## src/kl_divergence_accumulator_macros.svh

```systemverilog
// Assertion macros for the divergence accumulator.
// Depends on nothing; files that check their own logic include it.
`ifndef KL_DIVERGENCE_ACCUMULATOR_MACROS_SVH
`define KL_DIVERGENCE_ACCUMULATOR_MACROS_SVH
`ifndef NO_ASSERTIONS
`define KLD_ASSERT_NOW(label, clk, rst, ante, cons, msg) \
   label: assert property (@(posedge clk) disable iff (rst) (ante) |-> (cons)) \
      else $error(msg);
`define KLD_ASSERT_NEXT(label, clk, rst, ante, cons, msg) \
   label: assert property (@(posedge clk) disable iff (rst) (ante) |=> (cons)) \
      else $error(msg);
`else
`define KLD_ASSERT_NOW(label, clk, rst, ante, cons, msg)
`define KLD_ASSERT_NEXT(label, clk, rst, ante, cons, msg)
`endif
`endif

```

## src/kld_pkg.sv

```systemverilog
// Shared types, codes, constants and the log2 fraction table of the
// divergence accumulator. Depends on nothing.
`default_nettype none

package kld_pkg;

   localparam int LOG_TABLE_ENTRIES = 64;
   localparam int LOG_IDX_W = $clog2(LOG_TABLE_ENTRIES);
   localparam int LOG_ADDR_W = $clog2(LOG_TABLE_ENTRIES + 1);
   localparam int LOG_POS_W = 16 + LOG_IDX_W;

   localparam int QUEUE_DEPTH = 4;
   localparam int QUEUE_IDX_W = $clog2(QUEUE_DEPTH);
   localparam int QUEUE_CNT_W = $clog2(QUEUE_DEPTH + 1);

   localparam logic [16:0] ONE_Q16 = 17'd65536;
   localparam logic signed [17:0] LN2_Q16 = 18'sd45426;
   localparam logic [23:0] THRESHOLD_RESET = 24'd6554;
   localparam logic signed [33:0] SUM_MAX = {1'b0, {33{1'b1}}};
   localparam logic signed [33:0] SUM_MIN = {1'b1, {33{1'b0}}};

   localparam logic [1:0] KIND_SKIP = 2'd0;
   localparam logic [1:0] KIND_ZERO_Q = 2'd1;
   localparam logic [1:0] KIND_TERM = 2'd2;

   localparam logic [1:0] STATUS_OK = 2'd0;
   localparam logic [1:0] STATUS_OVER = 2'd1;
   localparam logic [1:0] STATUS_ZERO_Q = 2'd2;

   typedef struct packed {
      logic [16:0] prob_p;
      logic [16:0] prob_q;
      logic [1:0]  kind;
      logic        last;
   } item_type;

   typedef logic [16:0] log_table_type [0:LOG_TABLE_ENTRIES];

   // Entry i is log2(1 + i/N) in Q1.16, found by repeated squaring to 20 bits.
   function automatic log_table_type build_log_table();
      log_table_type t;
      logic [63:0] y;
      logic [19:0] r;
      for (int i = 0; i < LOG_TABLE_ENTRIES; i++) begin
         y = (64'd1 << 30) + ((64'(i) << 30) / LOG_TABLE_ENTRIES);
         r = '0;
         for (int k = 0; k < 20; k++) begin
            y = (y * y) >> 30;
            r = r << 1;
            if (y >= (64'd2 << 30)) begin
               y = y >> 1;
               r[0] = 1'b1;
            end
         end
         t[i] = 17'((21'(r) + 21'd8) >> 4);
      end
      t[LOG_TABLE_ENTRIES] = ONE_Q16;
      return t;
   endfunction

   localparam log_table_type LOG_TABLE = build_log_table();

endpackage

`default_nettype wire

```

## src/kl_divergence_accumulator.sv

```systemverilog
// Top level of the divergence accumulator: threshold register and the
// front end, queue and back end. Depends on kld_pkg, kld_front, kld_queue, kld_back.
//
//   channel   ports                                   handshake
//   request   req_prob_p, req_prob_q, req_last_pair   req_push / req_full
//   response  rsp_divergence, rsp_status              rsp_pop / rsp_empty
//   csr       csr_wdata (divergence threshold)        csr_valid / csr_ready
//
// One request enters per cycle while req_full is low; the back end is a nine-stage
// pipeline from the queue head through log2 lookup, two multiplies, the accumulator
// and the result. A response passes the front register, the queue and these stages.
// Reset is synchronous and clears the sum, the error flag and all valid state.
// A waiting response stalls the back end; the four-entry queue lets requests
// keep arriving until it and the front register are full.
`default_nettype none
`include "kl_divergence_accumulator_macros.svh"

module kl_divergence_accumulator (
   input  wire logic        clock,
   input  wire logic        reset,
   input  wire logic        req_push,
   output logic             req_full,
   input  wire logic [16:0] req_prob_p,
   input  wire logic [16:0] req_prob_q,
   input  wire logic        req_last_pair,
   output logic             rsp_empty,
   input  wire logic        rsp_pop,
   output logic [23:0]      rsp_divergence,
   output logic [1:0]       rsp_status,
   input  wire logic        csr_valid,
   output logic             csr_ready,
   input  wire logic [23:0] csr_wdata
);

   logic [23:0]       threshold_ff;
   logic              queue_full;
   logic              queue_empty;
   logic              queue_wr_valid;
   logic              queue_pop;
   kld_pkg::item_type queue_wr_item;
   kld_pkg::item_type queue_rd_item;

   assign csr_ready = 1'b1;

   always_ff @(posedge clock) begin
      if (reset) begin
         threshold_ff <= kld_pkg::THRESHOLD_RESET;
      end else if (csr_valid && csr_ready) begin
         threshold_ff <= csr_wdata;
      end
   end

   kld_front u_front (
      .clock          (clock),
      .reset          (reset),
      .req_push       (req_push),
      .req_full       (req_full),
      .req_prob_p     (req_prob_p),
      .req_prob_q     (req_prob_q),
      .req_last_pair  (req_last_pair),
      .queue_full     (queue_full),
      .queue_wr_valid (queue_wr_valid),
      .queue_wr_item  (queue_wr_item)
   );

   kld_queue u_queue (
      .clock    (clock),
      .reset    (reset),
      .wr_valid (queue_wr_valid),
      .wr_item  (queue_wr_item),
      .full     (queue_full),
      .rd_pop   (queue_pop),
      .rd_item  (queue_rd_item),
      .empty    (queue_empty)
   );

   kld_back u_back (
      .clock          (clock),
      .reset          (reset),
      .queue_empty    (queue_empty),
      .queue_item     (queue_rd_item),
      .queue_pop      (queue_pop),
      .threshold      (threshold_ff),
      .rsp_empty      (rsp_empty),
      .rsp_pop        (rsp_pop),
      .rsp_divergence (rsp_divergence),
      .rsp_status     (rsp_status)
   );

   `KLD_ASSERT_NEXT(a_reset_idle, clock, 1'b0, reset, rsp_empty && !req_full,
      "reset left a request or response pending")
   `KLD_ASSERT_NOW(a_status_code, clock, reset, !rsp_empty,
      rsp_status == kld_pkg::STATUS_OK || rsp_status == kld_pkg::STATUS_OVER ||
      rsp_status == kld_pkg::STATUS_ZERO_Q, "undefined response status")
   `KLD_ASSERT_NOW(a_zero_on_fail, clock, reset, !rsp_empty && rsp_status != kld_pkg::STATUS_OK,
      rsp_divergence == '0, "failed response carries a nonzero divergence")

endmodule

`default_nettype wire

```

## src/kld_front.sv

```systemverilog
// Front end: takes a request, clamps both probabilities to one and
// classifies the pair. Depends on kld_pkg.
`default_nettype none

module kld_front (
   input  wire logic              clock,
   input  wire logic              reset,
   input  wire logic              req_push,
   output logic                   req_full,
   input  wire logic [16:0]       req_prob_p,
   input  wire logic [16:0]       req_prob_q,
   input  wire logic              req_last_pair,
   input  wire logic              queue_full,
   output logic                   queue_wr_valid,
   output kld_pkg::item_type      queue_wr_item
);

   logic              front_valid_ff;
   logic              front_valid_in;
   kld_pkg::item_type front_item_ff;
   kld_pkg::item_type front_item_in;
   logic              accept;
   logic [16:0]       p_clamped;
   logic [16:0]       q_clamped;

   assign req_full = front_valid_ff && queue_full;
   assign accept = req_push && !req_full;
   assign queue_wr_valid = front_valid_ff && !queue_full;
   assign queue_wr_item = front_item_ff;

   always_comb begin
      p_clamped = (req_prob_p > kld_pkg::ONE_Q16) ? kld_pkg::ONE_Q16 : req_prob_p;
      q_clamped = (req_prob_q > kld_pkg::ONE_Q16) ? kld_pkg::ONE_Q16 : req_prob_q;
      front_item_in.prob_p = p_clamped;
      front_item_in.prob_q = q_clamped;
      front_item_in.last = req_last_pair;
      priority if (p_clamped == '0) begin
         front_item_in.kind = kld_pkg::KIND_SKIP;
      end else if (q_clamped == '0) begin
         front_item_in.kind = kld_pkg::KIND_ZERO_Q;
      end else begin
         front_item_in.kind = kld_pkg::KIND_TERM;
      end
      front_valid_in = accept || req_full;
   end

   always_ff @(posedge clock) begin
      if (reset) begin
         front_valid_ff <= 1'b0;
      end else begin
         front_valid_ff <= front_valid_in;
      end
      if (accept) begin
         front_item_ff <= front_item_in;
      end
   end

endmodule

`default_nettype wire

```

## src/kld_queue.sv

```systemverilog
// Short queue of classified requests between front and back end.
// Depends on kld_pkg.
`default_nettype none

module kld_queue (
   input  wire logic              clock,
   input  wire logic              reset,
   input  wire logic              wr_valid,
   input  kld_pkg::item_type      wr_item,
   output logic                   full,
   input  wire logic              rd_pop,
   output kld_pkg::item_type      rd_item,
   output logic                   empty
);

   kld_pkg::item_type                entry_ff [0:kld_pkg::QUEUE_DEPTH-1];
   logic [kld_pkg::QUEUE_IDX_W-1:0]  wr_ptr_ff;
   logic [kld_pkg::QUEUE_IDX_W-1:0]  wr_ptr_in;
   logic [kld_pkg::QUEUE_IDX_W-1:0]  rd_ptr_ff;
   logic [kld_pkg::QUEUE_IDX_W-1:0]  rd_ptr_in;
   logic [kld_pkg::QUEUE_CNT_W-1:0]  count_ff;
   logic [kld_pkg::QUEUE_CNT_W-1:0]  count_in;
   logic                             do_wr;
   logic                             do_rd;

   assign full = (count_ff == kld_pkg::QUEUE_CNT_W'(kld_pkg::QUEUE_DEPTH));
   assign empty = (count_ff == '0);
   assign do_wr = wr_valid && !full;
   assign do_rd = rd_pop && !empty;
   assign rd_item = entry_ff[rd_ptr_ff];

   always_comb begin
      wr_ptr_in = wr_ptr_ff;
      rd_ptr_in = rd_ptr_ff;
      count_in = count_ff;
      if (do_wr) begin
         wr_ptr_in = (wr_ptr_ff == kld_pkg::QUEUE_IDX_W'(kld_pkg::QUEUE_DEPTH - 1)) ?
                     '0 : wr_ptr_ff + 1'b1;
      end
      if (do_rd) begin
         rd_ptr_in = (rd_ptr_ff == kld_pkg::QUEUE_IDX_W'(kld_pkg::QUEUE_DEPTH - 1)) ?
                     '0 : rd_ptr_ff + 1'b1;
      end
      unique case ({do_wr, do_rd})
         2'b10:   count_in = count_ff + 1'b1;
         2'b01:   count_in = count_ff - 1'b1;
         default: count_in = count_ff;
      endcase
   end

   always_ff @(posedge clock) begin
      if (reset) begin
         wr_ptr_ff <= '0;
         rd_ptr_ff <= '0;
         count_ff <= '0;
      end else begin
         wr_ptr_ff <= wr_ptr_in;
         rd_ptr_ff <= rd_ptr_in;
         count_ff <= count_in;
      end
      if (do_wr) begin
         entry_ff[wr_ptr_ff] <= wr_item;
      end
   end

endmodule

`default_nettype wire

```

## src/kld_back.sv

```systemverilog
// Back end: log2 of both probabilities, ln ratio, weighted term, saturating
// accumulation and the result register. Depends on kld_pkg.
`default_nettype none

module kld_back (
   input  wire logic              clock,
   input  wire logic              reset,
   input  wire logic              queue_empty,
   input  kld_pkg::item_type      queue_item,
   output logic                   queue_pop,
   input  wire logic [23:0]       threshold,
   output logic                   rsp_empty,
   input  wire logic              rsp_pop,
   output logic [23:0]            rsp_divergence,
   output logic [1:0]             rsp_status
);

   typedef struct packed {
      logic       valid;
      logic [1:0] kind;
      logic       last;
   } tag_type;

   typedef struct packed {
      logic [4:0]  expo;
      logic [16:0] lo;
      logic [16:0] hi;
      logic [15:0] rem;
   } log_part_type;

   function automatic logic [4:0] lead_one(input logic [16:0] x);
      logic [4:0] e;
      e = '0;
      for (int i = 0; i < 17; i++) begin
         if (x[i]) begin
            e = 5'(i);
         end
      end
      return e;
   endfunction

   function automatic log_part_type log_part(input logic [16:0] x);
      log_part_type                     r;
      logic [32:0]                      shifted;
      logic [15:0]                      frac;
      logic [kld_pkg::LOG_POS_W-1:0]    pos;
      logic [kld_pkg::LOG_IDX_W-1:0]    idx;
      r.expo = lead_one(x);
      shifted = 33'(x) << (5'd16 - r.expo);
      frac = shifted[15:0];
      pos = kld_pkg::LOG_POS_W'(frac) * kld_pkg::LOG_POS_W'(kld_pkg::LOG_TABLE_ENTRIES);
      idx = pos[kld_pkg::LOG_POS_W-1:16];
      r.rem = pos[15:0];
      r.lo = kld_pkg::LOG_TABLE[kld_pkg::LOG_ADDR_W'(idx)];
      r.hi = kld_pkg::LOG_TABLE[kld_pkg::LOG_ADDR_W'(idx) + 1'b1];
      return r;
   endfunction

   // Divide by 2^16 and round to nearest with ties away from zero.
   function automatic logic signed [23:0] round_shift16(input logic signed [39:0] v);
      logic        neg;
      logic [39:0] mag;
      logic [23:0] res;
      neg = v[39];
      mag = neg ? 40'(-v) : 40'(v);
      mag = (mag + 40'd32768) >> 16;
      res = mag[23:0];
      return neg ? $signed(-res) : $signed(res);
   endfunction

   logic                adv;

   tag_type             tag_lg_ff, tag_ip_ff, tag_df_ff, tag_m1_ff;
   tag_type             tag_ln_ff, tag_m2_ff, tag_tm_ff;
   tag_type             tag_lg_in;
   logic [16:0]         p_lg_ff, p_ip_ff, p_df_ff, p_m1_ff, p_ln_ff;
   log_part_type        part_p_ff, part_q_ff;
   logic [20:0]         base_p_ff, base_q_ff;
   logic [16:0]         interp_p_ff, interp_q_ff;
   logic [33:0]         interp_p_full, interp_q_full;
   logic [20:0]         log_p, log_q;
   logic signed [21:0]  diff_ff;
   logic signed [39:0]  prod_ln_ff;
   logic signed [21:0]  ln_ff;
   logic signed [23:0]  ln_round;
   logic signed [39:0]  prod_term_ff;
   logic signed [21:0]  term_ff;
   logic signed [23:0]  term_round;

   logic signed [33:0]  sum_ff, sum_in;
   logic                err_ff, err_in;
   logic signed [34:0]  sum_wide;
   logic signed [33:0]  sum_next;
   logic                err_next;
   logic                fin_valid_ff, fin_valid_in;
   logic signed [33:0]  fin_sum_ff, fin_sum_in;
   logic                fin_err_ff;

   logic                rsp_valid_ff;
   logic [23:0]         rsp_divergence_ff, rsp_divergence_in;
   logic [1:0]          rsp_status_ff, rsp_status_in;
   logic [33:0]         fin_mag;

   assign adv = !rsp_valid_ff || rsp_pop;
   assign queue_pop = adv && !queue_empty;
   assign rsp_empty = !rsp_valid_ff;
   assign rsp_divergence = rsp_divergence_ff;
   assign rsp_status = rsp_status_ff;

   always_comb begin
      tag_lg_in.valid = !queue_empty;
      tag_lg_in.kind = queue_item.kind;
      tag_lg_in.last = queue_item.last;

      interp_p_full = 34'(part_p_ff.hi - part_p_ff.lo) * 34'(part_p_ff.rem) + 34'd32768;
      interp_q_full = 34'(part_q_ff.hi - part_q_ff.lo) * 34'(part_q_ff.rem) + 34'd32768;

      log_p = base_p_ff + 21'(interp_p_ff);
      log_q = base_q_ff + 21'(interp_q_ff);

      ln_round = round_shift16(prod_ln_ff);
      term_round = round_shift16(prod_term_ff);

      sum_wide = 35'(sum_ff) + 35'(term_ff);
      if (sum_wide[34] != sum_wide[33]) begin
         sum_next = sum_wide[34] ? kld_pkg::SUM_MIN : kld_pkg::SUM_MAX;
      end else begin
         sum_next = sum_wide[33:0];
      end

      sum_in = sum_ff;
      fin_sum_in = sum_ff;
      err_in = err_ff;
      err_next = err_ff;
      fin_valid_in = 1'b0;
      if (tag_tm_ff.valid) begin
         if (!err_ff) begin
            unique case (tag_tm_ff.kind)
               kld_pkg::KIND_TERM: begin
                  sum_in = sum_next;
                  fin_sum_in = sum_next;
               end
               kld_pkg::KIND_ZERO_Q: err_next = 1'b1;
               default:              sum_in = sum_ff;
            endcase
         end
         err_in = err_next;
         if (tag_tm_ff.last) begin
            fin_valid_in = 1'b1;
            sum_in = '0;
            err_in = 1'b0;
         end
      end

      fin_mag = fin_sum_ff[33] ? 34'(-fin_sum_ff) : 34'(fin_sum_ff);
      priority if (fin_err_ff) begin
         rsp_status_in = kld_pkg::STATUS_ZERO_Q;
         rsp_divergence_in = '0;
      end else if (fin_mag >= 34'(threshold)) begin
         rsp_status_in = kld_pkg::STATUS_OVER;
         rsp_divergence_in = '0;
      end else begin
         rsp_status_in = kld_pkg::STATUS_OK;
         rsp_divergence_in = fin_mag[23:0];
      end
   end

   always_ff @(posedge clock) begin
      if (reset) begin
         tag_lg_ff <= '0;
         tag_ip_ff <= '0;
         tag_df_ff <= '0;
         tag_m1_ff <= '0;
         tag_ln_ff <= '0;
         tag_m2_ff <= '0;
         tag_tm_ff <= '0;
         sum_ff <= '0;
         err_ff <= 1'b0;
         fin_valid_ff <= 1'b0;
         rsp_valid_ff <= 1'b0;
      end else if (adv) begin
         tag_lg_ff <= tag_lg_in;
         tag_ip_ff <= tag_lg_ff;
         tag_df_ff <= tag_ip_ff;
         tag_m1_ff <= tag_df_ff;
         tag_ln_ff <= tag_m1_ff;
         tag_m2_ff <= tag_ln_ff;
         tag_tm_ff <= tag_m2_ff;
         sum_ff <= sum_in;
         err_ff <= err_in;
         fin_valid_ff <= fin_valid_in;
         rsp_valid_ff <= fin_valid_ff;
      end
      if (adv) begin
         p_lg_ff <= queue_item.prob_p;
         part_p_ff <= log_part(queue_item.prob_p);
         part_q_ff <= log_part(queue_item.prob_q);

         p_ip_ff <= p_lg_ff;
         base_p_ff <= {part_p_ff.expo, 16'd0} + 21'(part_p_ff.lo);
         base_q_ff <= {part_q_ff.expo, 16'd0} + 21'(part_q_ff.lo);
         interp_p_ff <= interp_p_full[32:16];
         interp_q_ff <= interp_q_full[32:16];

         p_df_ff <= p_ip_ff;
         diff_ff <= $signed({1'b0, log_p}) - $signed({1'b0, log_q});

         p_m1_ff <= p_df_ff;
         prod_ln_ff <= diff_ff * kld_pkg::LN2_Q16;

         p_ln_ff <= p_m1_ff;
         ln_ff <= ln_round[21:0];

         prod_term_ff <= $signed({1'b0, p_ln_ff}) * ln_ff;

         term_ff <= term_round[21:0];

         fin_sum_ff <= fin_sum_in;
         fin_err_ff <= err_next;

         rsp_divergence_ff <= rsp_divergence_in;
         rsp_status_ff <= rsp_status_in;
      end
   end

endmodule

`default_nettype wire
```

## config.mk

```make
export PLATFORM = sky130hd
export DESIGN_NAME = kl_divergence_accumulator
export DESIGN_NICKNAME = d
export VERILOG_FILES = /design/src/kld_pkg.sv /design/src/kl_divergence_accumulator.sv /design/src/kld_front.sv /design/src/kld_queue.sv /design/src/kld_back.sv
export VERILOG_INCLUDE_DIRS = /design/src /design/src/src
export SDC_FILE = /design/constraint.sdc
export NUM_CORES = 2
export LEC_CHECK = 0
export ABC_AREA = 1
export BUFFER_PORTS_ARGS = -buffer_cell sky130_fd_sc_hd__buf_2
export CORE_ASPECT_RATIO = 0.5
export CORE_MARGIN = 4
export CORE_UTILIZATION = 60
export DETAILED_ROUTE_END_ITERATION = 7
export PLACE_DENSITY = 0.76
export SYNTH_ARGS = -nofsm -noshare
export SYNTH_HDL_FRONTEND = slang
export SYNTH_HIERARCHICAL = 1
export SYNTH_SLANG_ARGS = --single-unit
```

## constraint.sdc

```tcl
create_clock -name clock -period 25 [get_ports clock]
set_input_delay 3.75 -clock clock [delete_from_list [all_inputs] [get_ports clock]]
set_output_delay 3.75 -clock clock [all_outputs]
set_load 0.1 [all_outputs]
```

==> summary.txt <==
Status: completed
Crit path launch type: register
Max Transition Viols Final: 0
Period utilisation layout: 0.345
Worst clock skew: 0.0316 ns
Top-area cell type share of the netlist area: 0.258
Hold Crit Class: reg -> reg
Post-Synth Adder-Cell Area: 0.304
Final TNS setup: 0 ns
Max-Cap Viols: 0
Post-synthesis sequential area ratio: 0.285
Worst reg2reg path endpoint: u_back/part_p_ff[27]
Starting density of the core: 0.606
Clk pin slew, worst setup/hold paths: 0.07 ns
CTS HTree Levels: 3
Share of layout cells above drive strength 1: 0.0416
Gr ovfl total: 0
DR vias: 58,085
CP Class: reg -> reg
Io pins: 93
Vias per inst: 5.52
Mapped Nets: 10,271
DRC viols: 0
Drt pass-1 iters: 8
Synth top area cells: edfxtp_1 26%, fa_1 22%, nand2_1 9.6%, ha_1 8.9%, inv_1 8.7%
Compound-Gate Fraction of Synth Area: 0.0720
Cell mode on critical path: nand2_1
Area leader, netlist: edfxtp_1
First-pass GRT wire length: 294,000 um
Largest family of logic cells by synthesized area: adder cells
Port bufs: 91
Final Hold Fails: 0
# Post-CTS Setup Buffers: 0
Synth Cell Area: 74,900 um2
HP Start: u_back/p_ip_ff[1]
Top FF cell, synth: edfxtp_1
Hpwl dp: 137,000 um
Worst reg-to-reg setup slack: 16.38 ns
CP max FO: 40
Max incr delay on CP: 0.71 ns
Die Wd: 508 um
Layout Area Growth over Synthesis: 5.56%
Netlist cell types: 73
Drt first-iter violations: 5,500
CTS tree: done
Syn Area/Cell: 8.44 um2
Initial antenna violation count: 1
Average wire per standard cell: 16.9 um
EDFF count, synth: 644
WL final: 178,000 um
Root buf cell: clkbuf_16
Actual slew at the worst max-slew pin: 1.17 ns
Filler cells: 10,227
Post-CTS resize count: 0
R2r worst-path depth: 37
Die height: 258 um
Hold path endpoint: u_back/p_df_ff[1]
Synth Area in Simple Gates: 0.187
Post-CTS Hold Buffers: 0
Clock Sinks: 743
Inserted Diodes: 0
Vias in the first global route: 57,655
Core area: 124,000 um2
CP arrival: 8.99 ns
DRT antenna net count: 0
RSZ-0062 raised after global routing: no
Critical Path End Type: register
Min cycle time layout: 8.62 ns
Setup violators final: 0
Count leader, synth: nand2_1
Mux cell area share after synthesis: 0
Peak Freq: 0.116 GHz
Gr usage total: 0.273
CP max stage cell: ha_1
Post-Synthesis Cells: 8,870
Share of flip-flops with an asynchronous set or reset: 0
Post-synthesis xor/xnor area fraction: 0.0450
WP data required: 25.38 ns
Synth warn: 6
Hold path depth: 0
Row count: 91
Pin count of the biggest net entering global routing: 181
Die area: 131,000 um2
RePlAce Congestion: 0.992
Num CTS Buffers: 71
Max transition margin: 0.212
Fin nets: 10,191
Leading cell types by count after synthesis: 1,910 x nand2_1, 1,745 x inv_1, 807 x fa_1
FF+latch count, synth: 743
Max Root-Sink Buffers: 3
Clk_lat worst skew: 0.67 ns
-- cell families (layout without fill, tap and decap cells) --
logic type               Yosys count  count (layout)
AND/OR/NAND/NOR                 3398            3398
buffers and inverters           2057            2035
adder cells (fa/ha/maj)         1337            1337
AO/OA/AOI/OAI                    956             956
flip-flops                       743             743
XOR/XNOR                         378             378
other                              1               1
-- stage by stage --
stage | instance area [um2] | setup slack (ns) | utilization | cells | hold WS, ns
after floorplan | 74900 | 7.43 | - | 8870 | 0.400
after global placement | 76500 | 16.90 | 0.619 | 10391 | 0.401
after detailed placement | 76500 | 16.63 | 0.619 | 10391 | 0.405
after CTS | 79000 | 16.55 | 0.640 | 10522 | 0.419
after global routing | 79000 | 15.80 | 0.640 | 10522 | 0.424
final | 79000 | 16.38 | 0.640 | 10522 | 0.419
-- sequential cells by signal (all words and copies together), names as in the netlist, 20 cells and up, named ones only --
signal                 flops
u_back/diff_ff            22
u_back/base_q_ff          21
threshold_ff              24
u_back/prod_term_ff       39
u_back/ln_ff              22
u_back/sum_ff             34
u_back/prod_ln_ff         38
u_back/part_p_ff          47
u_back/part_q_ff          48
u_back/rsp_divergence     24
u_back/base_p_ff          20
u_queue/entry_ff         148
u_back/fin_sum_ff         34
u_back/term_ff            22
u_front/queue_wr_item     37
-- how the worst max path moves through the flow --
stage / start / slack, ns / cells past startpoint / endpoint
2_1_floorplan: rsp_pop / 7.43 / 3 / u_back/base_p_ff[0]
6_report: register / 16.38 / 37 / u_back/part_p_ff[27]
3_3_place_gp: register / 16.90 / 37 / u_back/part_p_ff[27]
5_1_grt: register / 15.80 / 37 / u_back/part_p_ff[27]
4_1_cts: u_back/part_p_ff[18] / 16.55 / 38 / u_back/interp_p_ff[16]
3_5_place_dp: u_back/part_p_ff[35] / 16.63 / 39 / u_back/interp_p_ff[16]
-- per-layer routing --
layer  routed length [um]  global-route usage  vias to the layer above
met2                81900               0.441                     2139
met5                    0                   0                        -
met1                79000               0.390                    27886
met3                12200              0.0397                      359
li1                     -                   -                    27701
met4                 4810              0.0748                        0
-- placed cells by master (no fill, tap or decap), drive strengths merged, types with 14 or more instances in the layout --
cell type,n
nand3,527
nand3b,24
nand4,60
a211oi,15
nor3,55
a31oi,56
dfxtp,99
clkbuf,94
o21ai,313
clkinv,25
o22ai,43
inv,1767
or2,32
o211ai,48
nor2,753
buf,134
o31ai,14
a21oi,385
xnor2,131
nand2,1928
xor2,247
edfxtp,644
fa,807
a21o,15
o21bai,21
ha,530
-- layout make-up --
type | count | area [um2] | share of cell area
Multi-Input combinational cell | 6070 | 45600 | 0.577
Sequential cell | 743 | 21300 | 0.270
Inverter | 1770 | 6650 | 0.0842
Tap cell | 1674 | 2090 | 0.0265
Clock buffer | 94 | 2030 | 0.0257
Timing Repair Buffer | 134 | 791 | 0.0100
Clock inverter | 37 | 524 | 0.00663
-- worst max-delay path: cells and delay by family (launching register included) --
family,cells,cell delay (ns)
AO/OA/AOI/OAI,2,0.43
AND/OR/NAND/NOR,25,2.79
flip-flops,1,0.43
buffers and inverters,6,2.47
adder cells (fa/ha/maj),4,2.13
Power is left out: the tool's default activity adds up to more than one toggle a clock period on the data nets, which glitch-free logic cannot reach.
